[src/sv/ppa_pkg.sv]
`default_nettype none
package ppa_pkg;

   // Fixed field widths of the block.
   localparam int COORD_WIDTH = 16;
   localparam int SUM_WIDTH   = 40;
   localparam int PERIM_WIDTH = 40;
   localparam int COUNT_WIDTH = 16;

   // Square of a coordinate difference, and the sum of two such squares.
   localparam int SQ_WIDTH    = 2 * COORD_WIDTH;
   localparam int SSQ_WIDTH   = SQ_WIDTH + 1;
   // Fraction bits appended to the radicand before the root is taken.
   localparam int FRAC_SHIFT  = 8;
   // Root bits produced, one per iteration, and the widths that follow.
   localparam int ROOT_BITS   = (SSQ_WIDTH + FRAC_SHIFT + 1) / 2;
   localparam int RAD_WIDTH   = 2 * ROOT_BITS;
   localparam int REM_WIDTH   = ROOT_BITS + 3;
   localparam int ITER_WIDTH  = $clog2(ROOT_BITS);

   // Item codes.
   localparam logic MODE_VERTEX = 1'b0;
   localparam logic MODE_CLOSE  = 1'b1;

   // Commands from the controller to the datapath.
   typedef struct packed {
      logic accept;         // an input item is transferred this cycle
      logic diff_en;        // form the coordinate difference magnitudes
      logic square_en;      // square the differences
      logic load_radicand;  // build the radicand and clear the root
      logic root_step;      // one iteration of the square root
      logic accumulate;     // add the edge length to the running sum
      logic emit;           // load the result register and clear the state
   } ppa_cmd_type;

   // Status from the datapath to the controller.
   typedef struct packed {
      logic have_first;
   } ppa_status_type;

endpackage
`default_nettype wire

[src/sv/ppa_ctrl.sv]
`default_nettype none
module ppa_ctrl (
   input  wire logic                        clock,
   input  wire logic                        reset,
   input  wire logic                        req_valid,
   output logic                             req_ready,
   input  wire logic                        req_mode,
   output logic                             rsp_valid,
   input  wire logic                        rsp_ready,
   input  wire ppa_pkg::ppa_status_type     status,
   output ppa_pkg::ppa_cmd_type             cmd
);
   import ppa_pkg::*;

   typedef enum logic [2:0] {
      ST_IDLE,
      ST_DIFF,
      ST_SQUARE,
      ST_RADICAND,
      ST_ROOT,
      ST_ACCUM,
      ST_FINISH
   } state_type;

   state_type             state_ff, state_in;
   logic                  close_ff, close_in;
   logic                  rsp_valid_ff, rsp_valid_in;
   logic [ITER_WIDTH-1:0] iter_ff, iter_in;
   logic                  take;
   logic                  emit;

   assign take      = req_valid && (state_ff == ST_IDLE);
   assign emit      = (state_ff == ST_FINISH) && (!rsp_valid_ff || rsp_ready);
   assign req_ready = (state_ff == ST_IDLE);
   assign rsp_valid = rsp_valid_ff;

   // Commands follow directly from the state, the request valid and the result handshake.
   always_comb begin
      cmd               = '0;
      cmd.accept        = take;
      cmd.diff_en       = (state_ff == ST_DIFF);
      cmd.square_en     = (state_ff == ST_SQUARE);
      cmd.load_radicand = (state_ff == ST_RADICAND);
      cmd.root_step     = (state_ff == ST_ROOT);
      cmd.accumulate    = (state_ff == ST_ACCUM);
      cmd.emit          = emit;
   end

   // Next state, iteration count and result valid flag.
   always_comb begin
      state_in     = state_ff;
      close_in     = close_ff;
      iter_in      = iter_ff;
      rsp_valid_in = rsp_valid_ff;
      if (rsp_ready) begin
         rsp_valid_in = 1'b0;
      end
      unique case (state_ff)
         ST_IDLE: begin
            if (req_valid) begin
               close_in = (req_mode == MODE_CLOSE);
               if (status.have_first) begin
                  state_in = ST_DIFF;
               end else if (req_mode == MODE_CLOSE) begin
                  state_in = ST_FINISH;
               end
            end
         end
         ST_DIFF: begin
            state_in = ST_SQUARE;
         end
         ST_SQUARE: begin
            state_in = ST_RADICAND;
         end
         ST_RADICAND: begin
            iter_in  = '0;
            state_in = ST_ROOT;
         end
         ST_ROOT: begin
            iter_in = iter_ff + ITER_WIDTH'(1);
            if (iter_ff == ITER_WIDTH'(ROOT_BITS - 1)) begin
               state_in = ST_ACCUM;
            end
         end
         ST_ACCUM: begin
            state_in = close_ff ? ST_FINISH : ST_IDLE;
         end
         ST_FINISH: begin
            if (emit) begin
               rsp_valid_in = 1'b1;
               state_in     = ST_IDLE;
            end
         end
         default: begin
            state_in = ST_IDLE;
         end
      endcase
   end

   // State and registered outputs.
   always_ff @(posedge clock) begin
      if (reset) begin
         state_ff     <= ST_IDLE;
         close_ff     <= 1'b0;
         iter_ff      <= '0;
         rsp_valid_ff <= 1'b0;
      end else begin
         state_ff     <= state_in;
         close_ff     <= close_in;
         iter_ff      <= iter_in;
         rsp_valid_ff <= rsp_valid_in;
      end
   end

endmodule
`default_nettype wire

[src/sv/ppa_datapath.sv]
`default_nettype none
module ppa_datapath (
   input  wire logic                                    clock,
   input  wire logic                                    reset,
   input  wire ppa_pkg::ppa_cmd_type                    cmd,
   output ppa_pkg::ppa_status_type                      status,
   input  wire logic                                    req_mode,
   input  wire logic signed [ppa_pkg::COORD_WIDTH-1:0]  req_coord_x,
   input  wire logic signed [ppa_pkg::COORD_WIDTH-1:0]  req_coord_y,
   output logic [ppa_pkg::PERIM_WIDTH-1:0]              rsp_perimeter,
   output logic                                         rsp_overflow,
   output logic [ppa_pkg::COUNT_WIDTH-1:0]              rsp_vertex_count
);
   import ppa_pkg::*;

   // Polygon state.
   logic [COORD_WIDTH-1:0] first_x_ff, first_x_in, first_y_ff, first_y_in;
   logic [COORD_WIDTH-1:0] prev_x_ff, prev_x_in, prev_y_ff, prev_y_in;
   logic                   have_first_ff, have_first_in;
   logic [SUM_WIDTH-1:0]   sum_ff, sum_in;
   logic                   sat_ff, sat_in;
   logic [COUNT_WIDTH-1:0] count_ff, count_in;

   // Edge length pipeline.
   logic [COORD_WIDTH-1:0] a_x_ff, a_x_in, a_y_ff, a_y_in;
   logic [COORD_WIDTH-1:0] b_x_ff, b_x_in, b_y_ff, b_y_in;
   logic [COORD_WIDTH-1:0] dx_ff, dx_in, dy_ff, dy_in;
   logic [SQ_WIDTH-1:0]    sqx_ff, sqx_in, sqy_ff, sqy_in;
   logic [RAD_WIDTH-1:0]   rad_ff, rad_in;
   logic [REM_WIDTH-1:0]   rem_ff, rem_in;
   logic [ROOT_BITS-1:0]   root_ff, root_in;

   // Result register.
   logic [PERIM_WIDTH-1:0] perim_ff, perim_in;
   logic                   ovf_ff, ovf_in;
   logic [COUNT_WIDTH-1:0] vcount_ff, vcount_in;

   logic [COORD_WIDTH:0]   diff_x, diff_y;
   logic [SSQ_WIDTH-1:0]   ssq;
   logic [REM_WIDTH-1:0]   rem_shift, trial;
   logic [SUM_WIDTH:0]     sum_ext;

   assign status.have_first = have_first_ff;
   assign rsp_perimeter     = perim_ff;
   assign rsp_overflow      = ovf_ff;
   assign rsp_vertex_count  = vcount_ff;

   // Signed differences widened by one bit, so that the magnitude always fits.
   assign diff_x = {a_x_ff[COORD_WIDTH-1], a_x_ff} - {b_x_ff[COORD_WIDTH-1], b_x_ff};
   assign diff_y = {a_y_ff[COORD_WIDTH-1], a_y_ff} - {b_y_ff[COORD_WIDTH-1], b_y_ff};

   // Sum of squares, and one restoring square root iteration.
   assign ssq       = {1'b0, sqx_ff} + {1'b0, sqy_ff};
   assign rem_shift = {rem_ff[REM_WIDTH-3:0], rad_ff[RAD_WIDTH-1 -: 2]};
   assign trial     = {1'b0, root_ff, 2'b01};
   assign sum_ext   = {1'b0, sum_ff} + (SUM_WIDTH + 1)'(root_ff);

   always_comb begin
      first_x_in    = first_x_ff;
      first_y_in    = first_y_ff;
      prev_x_in     = prev_x_ff;
      prev_y_in     = prev_y_ff;
      have_first_in = have_first_ff;
      sum_in        = sum_ff;
      sat_in        = sat_ff;
      count_in      = count_ff;
      a_x_in        = a_x_ff;
      a_y_in        = a_y_ff;
      b_x_in        = b_x_ff;
      b_y_in        = b_y_ff;
      dx_in         = dx_ff;
      dy_in         = dy_ff;
      sqx_in        = sqx_ff;
      sqy_in        = sqy_ff;
      rad_in        = rad_ff;
      rem_in        = rem_ff;
      root_in       = root_ff;
      perim_in      = perim_ff;
      ovf_in        = ovf_ff;
      vcount_in     = vcount_ff;

      // On a transfer the edge end points are captured; a vertex also
      // updates the stored vertices and the count at once.
      if (cmd.accept) begin
         b_x_in = prev_x_ff;
         b_y_in = prev_y_ff;
         if (req_mode == MODE_CLOSE) begin
            a_x_in = first_x_ff;
            a_y_in = first_y_ff;
         end else begin
            a_x_in    = req_coord_x;
            a_y_in    = req_coord_y;
            prev_x_in = req_coord_x;
            prev_y_in = req_coord_y;
            if (!have_first_ff) begin
               first_x_in    = req_coord_x;
               first_y_in    = req_coord_y;
               have_first_in = 1'b1;
            end
            if (count_ff != {COUNT_WIDTH{1'b1}}) begin
               count_in = count_ff + COUNT_WIDTH'(1);
            end
         end
      end

      // Difference magnitudes.
      if (cmd.diff_en) begin
         dx_in = diff_x[COORD_WIDTH] ? COORD_WIDTH'(-diff_x) : diff_x[COORD_WIDTH-1:0];
         dy_in = diff_y[COORD_WIDTH] ? COORD_WIDTH'(-diff_y) : diff_y[COORD_WIDTH-1:0];
      end

      // Squares, one multiplier each.
      if (cmd.square_en) begin
         sqx_in = dx_ff * dx_ff;
         sqy_in = dy_ff * dy_ff;
      end

      // Radicand with eight fraction bits appended.
      if (cmd.load_radicand) begin
         rad_in  = RAD_WIDTH'({ssq, {FRAC_SHIFT{1'b0}}});
         rem_in  = '0;
         root_in = '0;
      end

      // One root bit per cycle, top pair of the radicand first.
      if (cmd.root_step) begin
         rad_in = {rad_ff[RAD_WIDTH-3:0], 2'b00};
         if (rem_shift >= trial) begin
            rem_in  = rem_shift - trial;
            root_in = {root_ff[ROOT_BITS-2:0], 1'b1};
         end else begin
            rem_in  = rem_shift;
            root_in = {root_ff[ROOT_BITS-2:0], 1'b0};
         end
      end

      // Saturating accumulation; the flag stays set until the close.
      if (cmd.accumulate) begin
         if (sum_ext[SUM_WIDTH]) begin
            sum_in = {SUM_WIDTH{1'b1}};
            sat_in = 1'b1;
         end else begin
            sum_in = sum_ext[SUM_WIDTH-1:0];
         end
      end

      // Result register load and return of the polygon state to its reset value.
      if (cmd.emit) begin
         perim_in      = PERIM_WIDTH'(sum_ff);
         ovf_in        = sat_ff;
         vcount_in     = count_ff;
         first_x_in    = '0;
         first_y_in    = '0;
         prev_x_in     = '0;
         prev_y_in     = '0;
         have_first_in = 1'b0;
         sum_in        = '0;
         sat_in        = 1'b0;
         count_in      = '0;
      end
   end

   // Polygon state.
   always_ff @(posedge clock) begin
      if (reset) begin
         first_x_ff    <= '0;
         first_y_ff    <= '0;
         prev_x_ff     <= '0;
         prev_y_ff     <= '0;
         have_first_ff <= 1'b0;
         sum_ff        <= '0;
         sat_ff        <= 1'b0;
         count_ff      <= '0;
      end else begin
         first_x_ff    <= first_x_in;
         first_y_ff    <= first_y_in;
         prev_x_ff     <= prev_x_in;
         prev_y_ff     <= prev_y_in;
         have_first_ff <= have_first_in;
         sum_ff        <= sum_in;
         sat_ff        <= sat_in;
         count_ff      <= count_in;
      end
   end

   // Working and result registers.
   always_ff @(posedge clock) begin
      a_x_ff    <= a_x_in;
      a_y_ff    <= a_y_in;
      b_x_ff    <= b_x_in;
      b_y_ff    <= b_y_in;
      dx_ff     <= dx_in;
      dy_ff     <= dy_in;
      sqx_ff    <= sqx_in;
      sqy_ff    <= sqy_in;
      rad_ff    <= rad_in;
      rem_ff    <= rem_in;
      root_ff   <= root_in;
      perim_ff  <= perim_in;
      ovf_ff    <= ovf_in;
      vcount_ff <= vcount_in;
   end

endmodule
`default_nettype wire

[src/sv/polygon_perimeter_accumulator.sv]
`default_nettype none
// Polygon perimeter accumulator. Vertices arrive as signed Q11.4 coordinates
// (req_mode low); a transfer with req_mode high closes the polygon, adds the
// edge back to the first vertex and returns one result: the perimeter in
// units of 1/256 (saturating, with rsp_overflow set if it saturated), and the
// number of vertices, after which all state is cleared. Items are handled one
// at a time. A vertex after the first of a polygon passes through capture,
// difference, squaring, radicand, 21 iterations of the bit-serial square root
// (one result bit a cycle) and accumulation; the first vertex is only
// captured. A close runs the same steps for the edge back to the first vertex
// when a vertex is held, and then waits while an earlier result is still
// waiting to be taken. The result sits in an output register, so the next
// item can be taken while it waits.
module polygon_perimeter_accumulator (
   input  wire logic                                    clock,
   input  wire logic                                    reset,
   input  wire logic                                    req_valid,
   output logic                                         req_ready,
   input  wire logic                                    req_mode,
   input  wire logic signed [ppa_pkg::COORD_WIDTH-1:0]  req_coord_x,
   input  wire logic signed [ppa_pkg::COORD_WIDTH-1:0]  req_coord_y,
   output logic                                         rsp_valid,
   input  wire logic                                    rsp_ready,
   output logic [ppa_pkg::PERIM_WIDTH-1:0]              rsp_perimeter,
   output logic                                         rsp_overflow,
   output logic [ppa_pkg::COUNT_WIDTH-1:0]              rsp_vertex_count
);
   import ppa_pkg::*;

   ppa_cmd_type    cmd;
   ppa_status_type status;

   // Sequencing of each item.
   ppa_ctrl u_ctrl (
      .clock     (clock),
      .reset     (reset),
      .req_valid (req_valid),
      .req_ready (req_ready),
      .req_mode  (req_mode),
      .rsp_valid (rsp_valid),
      .rsp_ready (rsp_ready),
      .status    (status),
      .cmd       (cmd)
   );

   // Polygon state, edge length unit and result register.
   ppa_datapath u_datapath (
      .clock            (clock),
      .reset            (reset),
      .cmd              (cmd),
      .status           (status),
      .req_mode         (req_mode),
      .req_coord_x      (req_coord_x),
      .req_coord_y      (req_coord_y),
      .rsp_perimeter    (rsp_perimeter),
      .rsp_overflow     (rsp_overflow),
      .rsp_vertex_count (rsp_vertex_count)
   );

endmodule
`default_nettype wire

[config.mk]
export PLATFORM = sky130hd
export DESIGN_NAME = polygon_perimeter_accumulator
export DESIGN_NICKNAME = d
export VERILOG_FILES = /design/src/sv/ppa_pkg.sv /design/src/sv/ppa_ctrl.sv /design/src/sv/ppa_datapath.sv /design/src/sv/polygon_perimeter_accumulator.sv
export SDC_FILE = /design/constraint.sdc
export NUM_CORES = 2
export LEC_CHECK = 0
export ABC_AREA = 1
export BUFFER_PORTS_ARGS = -buffer_cell sky130_fd_sc_hd__buf_2
export CAP_MARGIN = 15
export CORE_MARGIN = 2
export CORE_UTILIZATION = 40
export CTS_BUF_LIST = sky130_fd_sc_hd__clkbuf_16
export DETAILED_ROUTE_END_ITERATION = 10
export PLACE_DENSITY = 0.57
export SLEW_MARGIN = 20
export SYNTH_ARGS = -nofsm -noshare
export SYNTH_HDL_FRONTEND = slang
export SYNTH_HIERARCHICAL = 1
export SYNTH_SLANG_ARGS = --single-unit
[constraint.sdc]
create_clock -name clock -period 6.6 [get_ports clock]
set_input_delay 1.98 -clock clock [delete_from_list [all_inputs] [get_ports clock]]
set_output_delay 1.98 -clock clock [all_outputs]
set_load 0.1 [all_outputs]
==> flow_summary.json <==
{
  "drc": 0,
  "cpMostUsedCell": "fa_1",
  "nFillCells": 9421,
  "slowest_delay_ns": 0.81,
  "final_common_cell": "nand2_1",
  "vias_per_cell": 4.72,
  "synth_top_area_share_pct": 23.4,
  "totalWireLength_mm": 83.2,
  "cts-htree-levels": 2,
  "start_util_pct": 40.2,
  "grt-ovfl-total": 0,
  "synth_area_leaders": "edfxtp_1 23%, fa_1 18%, nand2_1 11%",
  "status": "finished, final reports clean",
  "hold_violations": 0,
  "endpoint_kind": "flip-flop",
  "fmax_mhz": 165,
  "synth_edf_count": 292,
  "startpoint": "u_datapath/dx_ff[4]$_DFFE_PP_",
  "clock-root-buffer": "clkbuf_16",
  "rrSetupSlack_ns": 0.55,
  "slew_headroom_pct": 28.4,
  "syn_area_um2": 37400,
  "utilization_pct": 43.9,
  "via_count": 28000,
  "cap_violations": 0,
  "worstSkewPairLatency_ns": 0.58,
  "synth_top_area_cell": "edfxtp_1",
  "place.gp.congestion": 0.895,
  "grt_pass1_wl_mm": 138,
  "synth_cell_types": 58,
  "crit_slowest_cell": "edfxtp_1",
  "path_cells": "nand2_1, fa_1, inv_1, fa_1, fa_1, fa_1, fa_1, inv_1, fa_1, inv_1, ha_1, nand2_1, inv_1, nand3_1, nor3_1, nand4_1, nand3_1, a21o_1, nand2_1, nand3_1, nand2_1",
  "clkTransAtPathRegs_ns": 0.06,
  "synth-seq-cells": 424,
  "antennaDiodeCount": 0,
  "yosysSeqAreaShare_pct": 30.5,
  "start_kind": "flip-flop",
  "drt_pre_antenna_iters": 5,
  "ctsHoldBuffers": 0,
  "clock-skew-final_ns": 0.0155,
  "area_delta_synth_final_pct": 9.23,
  "ys_async_sr_fraction_pct": 0,
  "finish.net_count": 5313,
  "critPathMaxFanout": 17,
  "dieArea_um2": 96000,
  "cts_tree": "yes",
  "postSynthCellCount": 4574,
  "regArea_um2": 11400,
  "finalSetupViolations": 0,
  "track_usage_pct": 17.5,
  "multiInputGateArea_um2": 21900,
  "place_hpwl_mm": 66.4,
  "slew_viol_final": 0,
  "cts_setup_buffers": 0,
  "ios": 96,
  "clock-sinks": 424,
  "syn-num-nets": 5255,
  "cts_buffers": 48,
  "hp-start": "u_datapath/prev_y_ff[6]$_SDFFE_PP0P_",
  "fin_tns_setup_ns": 0,
  "crit_type": "reg2reg",
  "worstHoldPathType": "reg2reg",
  "fin_crit_sh_pct": 91.7,
  "postRouteAntennaNets": 0,
  "rsz0062_at_grt": "no",
  "grt_antenna_before_repair": 0,
  "numPortBuffers": 95,
  "wl_per_cell_um": 14.0,
  "cts_resized": 0,
  "critPathRequiredTime_ns": 6.94,
  "die_w_um": 310,
  "post-route-min-period_ns": 6.05,
  "drive_above_1_share_pct": 5.63,
  "clk_path_buf_depth": 3,
  "final_cell_mix": "1,089 x nand2_1, 974 x inv_1, 338 x nor2_1",
  "core_region_area_um2": 93000,
  "grt_pass1_vias": 27500,
  "grt_start_max_net_pins": 77,
  "regToRegStartpoint": "u_datapath/dx_ff[4]$_DFFE_PP_",
  "worstMarginPinSlew_ns": 1.07,
  "hold_slack_ns": 0.427,
  "num_rows": 112,
  "ys.flop_type": "edfxtp_1",
  "die_h_um": 310,
  "yosys_warnings": 6,
  "drtIter0Drc": 1394,
  "avgSynthCellArea_um2": 8.18,
  "cp.arrival_ns": 6.39
}
==> synth_stat cells (10+ instances only) <==
library cell and count:
nand2_1 1089, a31oi_1 15, nand4_1 34, nand3_1 163, fa_1 328, ha_1 316, nor3_1 51, xor2_1 102
a21o_1 14, o21a_1 12, a21oi_1 258, dfxtp_1 132, clkbuf_1 100, o21bai_1 10, nor2_1 340, o21ai_1 11
o21ai_0 168, edfxtp_1 292, inv_1 968, nor4_1 11, or2_2 20, xnor2_1 48
==> flip-flops by register name (all words and copies together) (netlist names), 21 cells and up <==
| name | flops |
|---|---|
| u_datapath/rad_ff | 34 |
| u_datapath/rem_ff | 22 |
| u_datapath/root_ff | 21 |
| u_datapath/rsp_perimeter | 40 |
| u_datapath/sqx_ff | 31 |
| u_datapath/sqy_ff | 31 |
| u_datapath/sum_ff | 40 |
==> worst max-delay path, delay by kind of cell (launching register included) <==
family	cells	cell delay, ns
AO/OA/AOI/OAI	1	0.18
AND/OR/NAND/NOR	9	1.03
buffers and inverters	4	0.22
adder cells (fa/ha/maj)	7	3.56
flip-flops	1	0.81
==> cell type report <==
type,count,share of cell area (%)
clock buffer,50,3.06
clock inverter,39,1.04
inverter,979,9.00
multi-input combinational,3058,53.5
sequential,424,27.9
tap,1254,3.84
timing repair buffer,121,1.64
==> cell families (layout without fill, tap and decap cells) <==
| group | after synthesis | count (layout) | synth area share [%] |
|---|---|---|---|
| adders and majority gates | 644 | 644 | 28.1 |
| xor gates and xnor gates | 154 | 154 | 3.71 |
| DFF | 424 | 424 | 30.5 |
| muxes | 1 | 1 | 0.0267 |
| AOI/OAI and AO/OA | 519 | 519 | 7.55 |
| buffers and inverters | 1092 | 1189 | 11.1 |
| and+or+nand+nor | 1740 | 1740 | 19.0 |
==> metrics by stage <==
stage	cells	setup WS, ns	instance area [um2]
detailed placement	5836	0.505	39200
finish	5925	0.551	40900
CTS	5925	0.506	40900
floorplan	4574	0.861	37400
global placement	5836	0.602	39200
global route	5925	0.183	40900
==> per-layer routing <==
metal | global-route usage, % | vias up | share of wire [%]
met5 | 0 | - | 0
met4 | 3.48 | 0 | 1.6
met3 | 1.88 | 79 | 3.5
met2 | 28.9 | 398 | 46
met1 | 24.9 | 13100 | 49
li1 | - | 14400 | -
==> worst paths after layout <==
check / to / depth (start not counted)
hold / removal: u_datapath/b_y_ff[6]$_DFFE_PP_ / 0
hold reg to reg: u_datapath/b_y_ff[6]$_DFFE_PP_ / 0
setup reg to reg: u_datapath/sqx_ff[29]$_DFFE_PP_ / 21
setup / recovery: u_datapath/sqx_ff[29]$_DFFE_PP_ / 21
Power is left out: the tool's default activity adds up to more than one toggle a clock period on the data nets, which glitch-free logic cannot reach.
